$ cat config.mk
export PLATFORM = sky130hd
export DESIGN_NAME = led_overlay_pulse_blink_controller_flat
export DESIGN_NICKNAME = d
export VERILOG_FILES = /design/src/rtl/lopbc_pkg.sv /design/src/rtl/lopbc_in_if.sv /design/src/rtl/lopbc_out_if.sv /design/src/rtl/lopbc_ctrl.sv /design/src/rtl/lopbc_dpath.sv /design/src/rtl/led_overlay_pulse_blink_controller.sv /design/src/flat_wrapper.sv
export VERILOG_INCLUDE_DIRS = /design/src /design/src/rtl
export SDC_FILE = /design/constraint.sdc
export NUM_CORES = 1
export LEC_CHECK = 0
export BUFFER_PORTS_ARGS = -buffer_cell sky130_fd_sc_hd__buf_4
export CORE_AREA = 4 4 366 368
export DETAILED_ROUTE_END_ITERATION = 10
export DIE_AREA = 0 0 370 372
export GPL_ROUTABILITY_DRIVEN = 0
export PLACE_DENSITY = 0.43
export SYNTH_ARGS = -nofsm -noshare
export SYNTH_HDL_FRONTEND = slang
export SYNTH_HIERARCHICAL = 1
export SYNTH_SLANG_ARGS = --single-unit
$ cat constraint.sdc
create_clock -name clk -period 14.2 [get_ports clk]
set_input_delay 1.42 -clock clk [delete_from_list [all_inputs] [get_ports clk]]
set_output_delay 1.42 -clock clk [all_outputs]
set_load 0.005 [all_outputs]
$ cat src/rtl/led_overlay_pulse_blink_controller_assert.svh
// Assertion macros for the RTL of the LED overlay controller, included by lopbc_ctrl.
`ifndef LED_OVERLAY_PULSE_BLINK_CONTROLLER_ASSERT_SVH
`define LED_OVERLAY_PULSE_BLINK_CONTROLLER_ASSERT_SVH
`ifndef NO_ASSERTIONS
`define LOPBC_ASSERT(name, prop) \
  name: assert property (@(posedge clk) disable iff (!rst_n) prop) \
    else $error("lopbc assertion failed");
`define LOPBC_ASSERT_RST(name, prop) \
  name: assert property (@(posedge clk) prop) \
    else $error("lopbc reset assertion failed");
`else
`define LOPBC_ASSERT(name, prop)
`define LOPBC_ASSERT_RST(name, prop)
`endif
`endif

$ cat src/rtl/lopbc_pkg.sv
`default_nettype none
package lopbc_pkg;

  localparam int NUM_LEDS    = 64;
  localparam int PULSE_SLOTS = 8;
  localparam int BLINK_SLOTS = 4;

  localparam int PIDX_W = (PULSE_SLOTS > 1) ? $clog2(PULSE_SLOTS) : 1;
  localparam int BIDX_W = (BLINK_SLOTS > 1) ? $clog2(BLINK_SLOTS) : 1;
  localparam int SLOT_W = (PIDX_W > BIDX_W) ? PIDX_W : BIDX_W;

  localparam logic [63:0] LED_ALL =
    (NUM_LEDS >= 64) ? 64'hFFFF_FFFF_FFFF_FFFF : ((64'd1 << NUM_LEDS) - 64'd1);

  localparam logic [3:0] OP_SET          = 4'd0;
  localparam logic [3:0] OP_SET_TEMP     = 4'd1;
  localparam logic [3:0] OP_TOGGLE       = 4'd2;
  localparam logic [3:0] OP_TOGGLE_TEMP  = 4'd3;
  localparam logic [3:0] OP_RESTORE      = 4'd4;
  localparam logic [3:0] OP_PULSE        = 4'd5;
  localparam logic [3:0] OP_BLINK_ON     = 4'd6;
  localparam logic [3:0] OP_BLINK_OFF    = 4'd7;
  localparam logic [3:0] OP_CLEAR_BLINKS = 4'd8;
  localparam logic [3:0] OP_CLEAR_ALL    = 4'd9;
  localparam logic [3:0] OP_TICK         = 4'd10;

  localparam logic REG_PULSE_DURATION = 1'b0;
  localparam logic REG_BLINK_PERIOD   = 1'b1;

  typedef struct packed {
    logic              load;
    logic              simple;
    logic              claim_pulse;
    logic              claim_blink;
    logic              blink_off;
    logic              blink_clear;
    logic              expire;
    logic              reload;
    logic              flip;
    logic              load_out;
    logic [SLOT_W-1:0] idx;
  } cmd_t;

  typedef struct packed {
    logic [3:0] op;
    logic       in_range;
    logic       pulse_free;
    logic       blink_free;
    logic       blink_fire;
  } sts_t;

  function automatic logic [63:0] led_mask(input logic [5:0] led);
    logic [63:0] m;
    m = '0;
    if ({1'b0, led} < 7'(NUM_LEDS)) begin
      m = 64'd1 << led;
    end
    return m;
  endfunction

endpackage
`default_nettype wire

$ cat src/rtl/lopbc_in_if.sv
`default_nettype none
interface lopbc_in_if;
  logic        valid;
  logic        ready;
  logic [3:0]  op;
  logic [5:0]  led_index;
  logic        bit_value;
  logic [15:0] now;

  modport source (output valid, op, led_index, bit_value, now, input ready);
  modport sink (input valid, op, led_index, bit_value, now, output ready);
endinterface
`default_nettype wire

$ cat src/rtl/lopbc_out_if.sv
`default_nettype none
interface lopbc_out_if;
  logic        valid;
  logic        ready;
  logic [63:0] led_vector;
  logic [7:0]  pulse_busy;
  logic [3:0]  blink_busy;

  modport source (output valid, led_vector, pulse_busy, blink_busy, input ready);
  modport sink (input valid, led_vector, pulse_busy, blink_busy, output ready);
endinterface
`default_nettype wire

$ cat src/rtl/lopbc_ctrl.sv
`default_nettype none
`include "led_overlay_pulse_blink_controller_assert.svh"
module lopbc_ctrl (
  input  wire logic          clk,
  input  wire logic          rst_n,
  input  wire logic          in_valid,
  output logic               in_ready,
  output logic               out_valid,
  input  wire logic          out_ready,
  input  wire lopbc_pkg::sts_t sts,
  output lopbc_pkg::cmd_t    cmd
);

  localparam logic [3:0] S_IDLE   = 4'd0;
  localparam logic [3:0] S_DECODE = 4'd1;
  localparam logic [3:0] S_PULSE  = 4'd2;
  localparam logic [3:0] S_BON    = 4'd3;
  localparam logic [3:0] S_BOFF   = 4'd4;
  localparam logic [3:0] S_BCLR   = 4'd5;
  localparam logic [3:0] S_EXPIRE = 4'd6;
  localparam logic [3:0] S_BCHK   = 4'd7;
  localparam logic [3:0] S_BFLIP  = 4'd8;
  localparam logic [3:0] S_DONE   = 4'd9;

  localparam logic [lopbc_pkg::SLOT_W-1:0] PULSE_LAST =
    lopbc_pkg::SLOT_W'(lopbc_pkg::PULSE_SLOTS - 1);
  localparam logic [lopbc_pkg::SLOT_W-1:0] BLINK_LAST =
    lopbc_pkg::SLOT_W'(lopbc_pkg::BLINK_SLOTS - 1);

  logic [3:0]                   state_r, state_nxt;
  logic [lopbc_pkg::SLOT_W-1:0] idx_r, idx_nxt;
  logic                         out_valid_r, out_valid_nxt;

  assign in_ready  = (state_r == S_IDLE);
  assign out_valid = out_valid_r;

  always_comb begin
    state_nxt = state_r;
    idx_nxt   = idx_r;
    cmd       = '0;
    cmd.idx   = idx_r;
    case (state_r)
      S_IDLE: begin
        if (in_valid) begin
          cmd.load  = 1'b1;
          state_nxt = S_DECODE;
        end
      end
      S_DECODE: begin
        idx_nxt = '0;
        if (!sts.in_range && (sts.op <= lopbc_pkg::OP_BLINK_OFF)) begin
          state_nxt = S_DONE;
        end else begin
          case (sts.op)
            lopbc_pkg::OP_SET, lopbc_pkg::OP_SET_TEMP, lopbc_pkg::OP_TOGGLE,
            lopbc_pkg::OP_TOGGLE_TEMP, lopbc_pkg::OP_RESTORE,
            lopbc_pkg::OP_CLEAR_ALL: begin
              cmd.simple = 1'b1;
              state_nxt  = S_DONE;
            end
            lopbc_pkg::OP_PULSE:        state_nxt = S_PULSE;
            lopbc_pkg::OP_BLINK_ON:     state_nxt = S_BON;
            lopbc_pkg::OP_BLINK_OFF:    state_nxt = S_BOFF;
            lopbc_pkg::OP_CLEAR_BLINKS: state_nxt = S_BCLR;
            lopbc_pkg::OP_TICK:         state_nxt = S_EXPIRE;
            default:                    state_nxt = S_DONE;
          endcase
        end
      end
      S_PULSE: begin
        if (sts.pulse_free) begin
          cmd.claim_pulse = 1'b1;
          state_nxt       = S_DONE;
        end else if (idx_r == PULSE_LAST) begin
          state_nxt = S_DONE;
        end else begin
          idx_nxt = idx_r + lopbc_pkg::SLOT_W'(1);
        end
      end
      S_BON: begin
        if (sts.blink_free) begin
          cmd.claim_blink = 1'b1;
          state_nxt       = S_DONE;
        end else if (idx_r == BLINK_LAST) begin
          state_nxt = S_DONE;
        end else begin
          idx_nxt = idx_r + lopbc_pkg::SLOT_W'(1);
        end
      end
      S_BOFF: begin
        cmd.blink_off = 1'b1;
        if (idx_r == BLINK_LAST) begin
          state_nxt = S_DONE;
        end else begin
          idx_nxt = idx_r + lopbc_pkg::SLOT_W'(1);
        end
      end
      S_BCLR: begin
        cmd.blink_clear = 1'b1;
        if (idx_r == BLINK_LAST) begin
          state_nxt = S_DONE;
        end else begin
          idx_nxt = idx_r + lopbc_pkg::SLOT_W'(1);
        end
      end
      S_EXPIRE: begin
        cmd.expire = 1'b1;
        if (idx_r == PULSE_LAST) begin
          state_nxt = S_BCHK;
        end else begin
          idx_nxt = idx_r + lopbc_pkg::SLOT_W'(1);
        end
      end
      S_BCHK: begin
        idx_nxt = '0;
        if (sts.blink_fire) begin
          cmd.reload = 1'b1;
          state_nxt  = S_BFLIP;
        end else begin
          state_nxt = S_DONE;
        end
      end
      S_BFLIP: begin
        cmd.flip = 1'b1;
        if (idx_r == BLINK_LAST) begin
          state_nxt = S_DONE;
        end else begin
          idx_nxt = idx_r + lopbc_pkg::SLOT_W'(1);
        end
      end
      S_DONE: begin
        if (!out_valid_r || out_ready) begin
          cmd.load_out = 1'b1;
          state_nxt    = S_IDLE;
        end
      end
      default: begin
        state_nxt = S_IDLE;
      end
    endcase
  end

  assign out_valid_nxt = cmd.load_out | (out_valid_r & ~out_ready);

  always_ff @(posedge clk) begin
    if (!rst_n) begin
      state_r     <= S_IDLE;
      idx_r       <= '0;
      out_valid_r <= 1'b0;
    end else begin
      state_r     <= state_nxt;
      idx_r       <= idx_nxt;
      out_valid_r <= out_valid_nxt;
    end
  end

  `LOPBC_ASSERT(a_busy_after_accept, (in_valid && in_ready) |=> !in_ready)
  `LOPBC_ASSERT(a_load_into_free_slot, cmd.load_out |-> (!out_valid_r || out_ready))
  `LOPBC_ASSERT(a_idx_in_range, idx_r <= PULSE_LAST || idx_r <= BLINK_LAST)
  `LOPBC_ASSERT_RST(a_no_result_after_reset, !rst_n |=> !out_valid)

endmodule
`default_nettype wire

$ cat src/rtl/lopbc_dpath.sv
`default_nettype none
module lopbc_dpath (
  input  wire logic            clk,
  input  wire logic            rst_n,
  input  wire logic            cfg_we,
  input  wire logic            cfg_index,
  input  wire logic [15:0]     cfg_data,
  input  wire logic [3:0]      in_op,
  input  wire logic [5:0]      in_led_index,
  input  wire logic            in_bit_value,
  input  wire logic [15:0]     in_now,
  input  wire lopbc_pkg::cmd_t cmd,
  output lopbc_pkg::sts_t      sts,
  output logic [63:0]          out_led_vector,
  output logic [7:0]           out_pulse_busy,
  output logic [3:0]           out_blink_busy
);

  logic [15:0] duration_r;
  logic [14:0] period_r;

  logic [3:0]  op_r;
  logic [5:0]  led_r;
  logic        bit_r;
  logic [15:0] now_r;

  logic [63:0] shown_r, shown_nxt;
  logic [63:0] base_r, base_nxt;
  logic [5:0]  pled_r [lopbc_pkg::PULSE_SLOTS];
  logic [15:0] pend_r [lopbc_pkg::PULSE_SLOTS];
  logic [lopbc_pkg::PULSE_SLOTS-1:0] pact_r, pact_nxt;
  logic [5:0]  bled_r [lopbc_pkg::BLINK_SLOTS];
  logic [lopbc_pkg::BLINK_SLOTS-1:0] bact_r, bact_nxt;
  logic [15:0] nbt_r;

  logic [63:0] out_led_r;
  logic [7:0]  out_pbusy_r;
  logic [3:0]  out_bbusy_r;

  logic [lopbc_pkg::PIDX_W-1:0] pi;
  logic [lopbc_pkg::BIDX_W-1:0] bi;
  logic [63:0] m, pm, bm, nv;
  logic [15:0] diff;

  assign pi   = cmd.idx[lopbc_pkg::PIDX_W-1:0];
  assign bi   = cmd.idx[lopbc_pkg::BIDX_W-1:0];
  assign m    = lopbc_pkg::led_mask(led_r);
  assign pm   = lopbc_pkg::led_mask(pled_r[pi]);
  assign bm   = lopbc_pkg::led_mask(bled_r[bi]);
  assign nv   = (shown_r & m) ^ m;
  assign diff = nbt_r - now_r;

  assign sts.op         = op_r;
  assign sts.in_range   = ({1'b0, led_r} < 7'(lopbc_pkg::NUM_LEDS));
  assign sts.pulse_free = ~pact_r[pi];
  assign sts.blink_free = ~bact_r[bi];
  assign sts.blink_fire = (now_r > nbt_r) || (diff > {period_r, 1'b0});

  always_comb begin
    shown_nxt = shown_r;
    base_nxt  = base_r;
    pact_nxt  = pact_r;
    bact_nxt  = bact_r;
    if (cmd.simple) begin
      case (op_r)
        lopbc_pkg::OP_SET: begin
          shown_nxt = (shown_r & ~m) | (bit_r ? m : '0);
          base_nxt  = (base_r & ~m) | (bit_r ? m : '0);
        end
        lopbc_pkg::OP_SET_TEMP: begin
          shown_nxt = (shown_r & ~m) | (bit_r ? m : '0);
        end
        lopbc_pkg::OP_TOGGLE: begin
          shown_nxt = (shown_r & ~m) | nv;
          base_nxt  = (base_r & ~m) | nv;
        end
        lopbc_pkg::OP_TOGGLE_TEMP: begin
          shown_nxt = shown_r ^ m;
        end
        lopbc_pkg::OP_RESTORE: begin
          shown_nxt = (shown_r & ~m) | (base_r & m);
        end
        lopbc_pkg::OP_CLEAR_ALL: begin
          shown_nxt = '0;
          base_nxt  = '0;
        end
        default: begin
          shown_nxt = shown_r;
        end
      endcase
    end
    if (cmd.claim_pulse) begin
      pact_nxt[pi] = 1'b1;
      shown_nxt    = shown_r ^ m;
    end
    if (cmd.claim_blink) begin
      bact_nxt[bi] = 1'b1;
      shown_nxt    = shown_r ^ m;
    end
    if (cmd.blink_off && (bled_r[bi] == led_r)) begin
      bact_nxt[bi] = 1'b0;
      shown_nxt    = (shown_r & ~m) | (base_r & m);
    end
    if (cmd.blink_clear) begin
      bact_nxt[bi] = 1'b0;
      shown_nxt    = (shown_r & ~bm) | (base_r & bm);
    end
    if (cmd.expire && pact_r[pi] && (now_r > pend_r[pi])) begin
      pact_nxt[pi] = 1'b0;
      shown_nxt    = (shown_r & ~pm) | (base_r & pm);
    end
    if (cmd.flip && bact_r[bi]) begin
      shown_nxt = shown_r ^ bm;
    end
    shown_nxt = shown_nxt & lopbc_pkg::LED_ALL;
    base_nxt  = base_nxt & lopbc_pkg::LED_ALL;
  end

  always_ff @(posedge clk) begin
    if (!rst_n) begin
      duration_r <= 16'd3;
      period_r   <= 15'd15;
      shown_r    <= '0;
      base_r     <= '0;
      pact_r     <= '0;
      bact_r     <= '0;
      nbt_r      <= '0;
      for (int i = 0; i < lopbc_pkg::BLINK_SLOTS; i++) begin
        bled_r[i] <= '0;
      end
    end else begin
      if (cfg_we && (cfg_index == lopbc_pkg::REG_PULSE_DURATION)) begin
        duration_r <= cfg_data;
      end
      if (cfg_we && (cfg_index == lopbc_pkg::REG_BLINK_PERIOD)) begin
        period_r <= cfg_data[14:0];
      end
      shown_r <= shown_nxt;
      base_r  <= base_nxt;
      pact_r  <= pact_nxt;
      bact_r  <= bact_nxt;
      if (cmd.reload) begin
        nbt_r <= now_r + {1'b0, period_r};
      end
      if (cmd.claim_blink) begin
        bled_r[bi] <= led_r;
      end
    end
  end

  always_ff @(posedge clk) begin
    if (cmd.load) begin
      op_r  <= in_op;
      led_r <= in_led_index;
      bit_r <= in_bit_value;
      now_r <= in_now;
    end
    if (cmd.claim_pulse) begin
      pled_r[pi] <= led_r;
      pend_r[pi] <= now_r + duration_r;
    end
    if (cmd.load_out) begin
      out_led_r   <= shown_r;
      out_pbusy_r <= 8'(pact_r);
      out_bbusy_r <= 4'(bact_r);
    end
  end

  assign out_led_vector = out_led_r;
  assign out_pulse_busy = out_pbusy_r;
  assign out_blink_busy = out_bbusy_r;

endmodule
`default_nettype wire

$ cat src/rtl/led_overlay_pulse_blink_controller.sv
// LED overlay controller with pulse and blink slots.
// Items arrive on in_ch (valid/ready) and carry an operation code, an LED index,
// a bit value and the current tick count. Each item gives exactly one result on
// out_ch: the displayed LED vector and the busy masks of the pulse and blink slots.
// Registers are written through cfg_we, cfg_index and cfg_data; the user must do so
// only while the block idles, as the block does not enforce it. Items are handled
// one at a time by a sequencer that walks the slots one per cycle. Plain writes go
// from decode to the result; a pulse or blink on walks its slots to the first free
// one, blink off and clear visit every blink slot, and a tick checks the eight pulse
// slots, then the blink timer, and when it fires flips the four blink slots. The next
// item is taken in the cycle after the result is loaded into the output register.
// The output register holds one result; while the receiver stalls, the block may
// finish the next item and then waits with it until the register frees up.
// A synchronous active-low reset clears both LED layers, the slot masks, the blink
// timer and the blink slot LEDs, and restores the register defaults.
`default_nettype none
module led_overlay_pulse_blink_controller (
  input  wire logic    clk,
  input  wire logic    rst_n,
  lopbc_in_if.sink     in_ch,
  lopbc_out_if.source  out_ch,
  input  wire logic    cfg_we,
  input  wire logic    cfg_index,
  input  wire logic [15:0] cfg_data
);

  lopbc_pkg::cmd_t cmd;
  lopbc_pkg::sts_t sts;

  lopbc_ctrl u_ctrl (
    .clk       (clk),
    .rst_n     (rst_n),
    .in_valid  (in_ch.valid),
    .in_ready  (in_ch.ready),
    .out_valid (out_ch.valid),
    .out_ready (out_ch.ready),
    .sts       (sts),
    .cmd       (cmd)
  );

  lopbc_dpath u_dpath (
    .clk            (clk),
    .rst_n          (rst_n),
    .cfg_we         (cfg_we),
    .cfg_index      (cfg_index),
    .cfg_data       (cfg_data),
    .in_op          (in_ch.op),
    .in_led_index   (in_ch.led_index),
    .in_bit_value   (in_ch.bit_value),
    .in_now         (in_ch.now),
    .cmd            (cmd),
    .sts            (sts),
    .out_led_vector (out_ch.led_vector),
    .out_pulse_busy (out_ch.pulse_busy),
    .out_blink_busy (out_ch.blink_busy)
  );

endmodule
`default_nettype wire

$ cat src/flat_wrapper.sv
// flat-port wrapper written by rule: the top's interface ports become plain ports
module led_overlay_pulse_blink_controller_flat 
  (clk, rst_n, cfg_we, cfg_index, cfg_data, in_ch_valid, in_ch_op, in_ch_led_index, in_ch_bit_value, in_ch_now, in_ch_ready, out_ch_valid, out_ch_led_vector, out_ch_pulse_busy, out_ch_blink_busy, out_ch_ready);
  lopbc_in_if in_ch_i ();
  lopbc_out_if out_ch_i ();
  input  wire logic clk;
  input  wire logic rst_n;
  input  wire logic cfg_we;
  input  wire logic cfg_index;
  input  wire logic [15:0] cfg_data;
  input wire logic [$bits(in_ch_i.valid)-1:0] in_ch_valid;
  input wire logic [$bits(in_ch_i.op)-1:0] in_ch_op;
  input wire logic [$bits(in_ch_i.led_index)-1:0] in_ch_led_index;
  input wire logic [$bits(in_ch_i.bit_value)-1:0] in_ch_bit_value;
  input wire logic [$bits(in_ch_i.now)-1:0] in_ch_now;
  output wire logic [$bits(in_ch_i.ready)-1:0] in_ch_ready;
  output wire logic [$bits(out_ch_i.valid)-1:0] out_ch_valid;
  output wire logic [$bits(out_ch_i.led_vector)-1:0] out_ch_led_vector;
  output wire logic [$bits(out_ch_i.pulse_busy)-1:0] out_ch_pulse_busy;
  output wire logic [$bits(out_ch_i.blink_busy)-1:0] out_ch_blink_busy;
  input wire logic [$bits(out_ch_i.ready)-1:0] out_ch_ready;
  assign in_ch_i.valid = in_ch_valid;
  assign in_ch_i.op = in_ch_op;
  assign in_ch_i.led_index = in_ch_led_index;
  assign in_ch_i.bit_value = in_ch_bit_value;
  assign in_ch_i.now = in_ch_now;
  assign in_ch_ready = in_ch_i.ready;
  assign out_ch_valid = out_ch_i.valid;
  assign out_ch_led_vector = out_ch_i.led_vector;
  assign out_ch_pulse_busy = out_ch_i.pulse_busy;
  assign out_ch_blink_busy = out_ch_i.blink_busy;
  assign out_ch_i.ready = out_ch_ready;
  led_overlay_pulse_blink_controller u_core (.clk(clk), .rst_n(rst_n), .in_ch(in_ch_i), .out_ch(out_ch_i), .cfg_we(cfg_we), .cfg_index(cfg_index), .cfg_data(cfg_data));
endmodule
==> run summary <==
The flow ran to the end, and the final reports show no timing, DRC or antenna violations. The worst hold path belongs to the class flip-flop to flip-flop. The count of instances resized after the clock tree is built came out at 0.

The post-layout minimum cycle time is 5.83 ns. The cell area reported after detailed placement came out at 33900 µm². The number of core rows is between 100 and 150. The worst endpoint required time is 14.74 ns.

Hold is met by about 0.46 ns. For this design the ratio of total power to cell area is 119 nW/µm². The post-layout net count is about 3.6k. The initial utilization of the core area, before any placement, comes to 0.239.

The CTS tree is done. CTS built an H-tree with a depth of 2. The remaining antenna violation count came out at 0.

The first-pass iteration count of the detailed router is 5. The insertion delay of the later-clocked pin in the worst-skew pair came out at 0.71 ns. The post-CTS repair timing setup buffer count is 0. The type of element launching the critical path is a flip-flop. The initial antenna violation count came to 0. Of the total synthesized cell area, the portion taken by full adders, half adders and majority gates is 0.0852. The area inside the core boundary came out at between 100000 and 150000 µm². In the final routed layout, each cell accounts on average for around 23 µm.

The fraction of the cycle the final worst path needs is 0.410. The number of violations of the max-capacitance limit came out at 0. In this run the horizontal extent of the chip is ~370 µm.

In this run the mean area of a mapped cell was 9.40 µm². The distinct cell type count of the synthesized netlist came out at 101. The DRC violations left came out at 0.

The final total negative setup slack is 0 ns. In this run the worst path has a maximum fanout of 37. For this run, the leading register cell type out of synthesis is edfxtp_1. The global-route total usage across every layer came out at 0.166. The layout overhead on the synthesized area is 15.4%. The number of clock sinks is 498.

The total power of the final layout came out at 4.28 mW. The violation count after the first detailed-route iteration is roughly 2.1k. The fraction of synthesis flops using an asynchronous set or reset pin is 0. The top achievable clock speed is 0.172 GHz.

The I/O pin count came out at between 100 and 150. The met3 layer wire length in the routed design came out at 7.54 mm. The number of warning messages in the yosys log came out at 6. In this run, synthesis produced a sequential element count of about 500. Setup violations remaining at the end of the flow were counted as 0. In this run the most critical hold path is launched from u_core/u_dpath/duration_r[8]. The placed wire-length estimate after detailed placement came out at 74.1 mm.

The leakage component of the power came out at ~12 nW. The vertical die dimension is approximately 370 µm. The wire length on met1 came out at between 50 and 60 mm.

In this run the clock root is driven by a clkbuf_16. In the final layout, the share of cells above drive strength 1 is 0.127. The number of enable-type register cells in the synthesized netlist is between 300 and 400.

The mux contribution to synthesized area came out at 0.0559. The transition time of the tightest slew-check pin is approximately 1.2 ns. The arrival time at the worst endpoint is 6.37 ns.

The count of hold-fix buffers inserted at cts came out at 0. Setup repair after global routing left no endpoint under its margin. The die footprint is ~140000 µm².

The fill cell instance count of the final layout is approximately 14k. The post-synthesis cell area is 31300 µm². The via count of the first global-routing pass came out at ~26k. The residual overflow from global routing is 0. Summed over all layers, the routed wires come to 118 mm.

Detailed routing inserted a total of roughly 27k vias. By area, the combinational part of the netlist is dominated by compound AO/OA/AOI/OAI gates. In this run the deepest clock path goes through 3 buffers. The routed length on met2 came out at ~53 mm. The highest layer touched by signal routing is met4.

The instance count of the mapped netlist came out at roughly 3.3k. The number of diodes is 0. TritonCTS created a little over 60 clock buffers. The startpoint identified for the worst register-to-register timing path is u_core/u_ctrl/idx_r[0]. The number of max-slew violations in the final report was 0. Summing all non-filler instances in the final layout gives an area of between 30000 and 40000 µm². The fraction of the mapped netlist area in simple logic gates is 0.142. The synthesized-area fraction occupied by ao, oa, aoi and oai cells was 0.214. The first global-routing pass estimated 174 mm of wire. The part of the Yosys area used for sequential elements came out at 0.416. The xor/xnor cell area share of the yosys netlist is 0.0303. The tightest slew margin relative to the limit is 0.179. By startpoint and endpoint, the worst setup path is classified as flip-flop to flip-flop. The ratio of routed vias to standard cells came out at slightly above 5. The post-synth net total is approximately 3.6k. The source of the critical timing path is u_core/u_ctrl/idx_r[0]. Entering global routing, the biggest net connects 71 pins. IR analysis of the VDD net gives a maximum drop of about 0.1 mV. The worst setup path is captured at a flip-flop.

The final setup skew is approximately 0.048 ns. Clock-pin slew was measured on the worst setup and hold paths at about 0.070 ns. Input and output buffers added on the ports amount to 126.

The count of endpoints failing hold in the final timing report came out at 0.
-- power by group --
group | internal (mW) | switching [mW] | leakage [nW]
clock | 0.971 | 0.701 | 1.01
combinational | 0.302 | 0.616 | 6.67
sequential | 1.61 | 0.0866 | 4.36
total | 2.88 | 1.40 | 12.0
-- layout by cell type (no fill, tap or decap), drive strengths merged, types with 66 or more instances in the layout --
master  instances
nand2         350
edfxtp        303
nor2          265
o21ai         215
a21oi         214
ha            208
inv           196
dfxtp         195
buf           180
nand3         108
nor3          107
xnor2          97
o22ai          92
o221ai         73
clkbuf         70
a22oi          66
-- cell usage after synthesis (all sizes together), types with 72 or more instances --
cell,number,area share
nand2,350,0.042
inv,195,0.023
nor3,107,0.018
xnor2,97,0.027
o22ai,92,0.018
ha,208,0.083
buf,72,0.013
dfxtp,195,0.12
nor2,265,0.033
nand3,108,0.017
edfxtp,303,0.29
o221ai,73,0.022
clkbuf,168,0.020
o21ai,215,0.034
a21oi,214,0.034
-- per-layer routing --
metal	global-route usage	vias to the layer above
met4	0.0558	0
met1	0.227	13000
met5	0	-
li1	-	12400
met2	0.264	919
met3	0.0278	190
-- final timing paths --
kind                                                      to  slack, ns  depth (start not counted)
worst min register to register  u_core/u_dpath/duration_r[8]       0.46                          2
worst min-delay path            u_core/u_dpath/duration_r[8]       0.46                          2
worst max-delay path                               flip-flop       8.37                         12
worst max register to register                     flip-flop       8.37                         12
-- worst max-delay path: stages, from the launching register on --
cell	delay, ns
dfxtp_4	0.70
buf_4	0.67
mux4_2	0.58
mux2i_1	0.22
ha_1	0.15
and4_1	0.26
nand3_1	0.13
a211oi_1	0.63
o21a_1	0.86
or3_1	0.65
o22ai_1	0.18
a2111oi_0	0.44
o32ai_1	0.16
-- metrics by stage --
step / std cells / utilization / worst slack (ns)
2_1_floorplan: 3325 / - / 8.74
3_3_place_gp: 5020 / 0.259 / 8.46
3_5_place_dp: 5020 / 0.259 / 8.35
4_1_cts: 5136 / 0.276 / 8.31
5_1_grt: 5136 / 0.276 / 7.87
6_report: 5136 / 0.276 / 8.37
-- cell type report --
cell class	instances	area [µm²]	share of cell area
sequential	498	13000	0.361
inverter	195	734	0.0204
clock inverter	46	569	0.0158
clock buffer	70	1580	0.0438
tap	1755	2200	0.0609
multi-input combinational	2392	16600	0.461
timing repair buffer	180	1350	0.0375
-- kinds of logic (layout without fill, tap and decap cells) --
logic type,after synthesis,after routing
AOI/OAI and AO/OA,989,989
xor gates and xnor gates,108,108
adders and majority gates,211,211
buffers and inverters,435,491
DFF,498,498
muxes,110,110
other,1,1
and+or+nand+nor,973,973
Power figures use the tool's default switching activity.
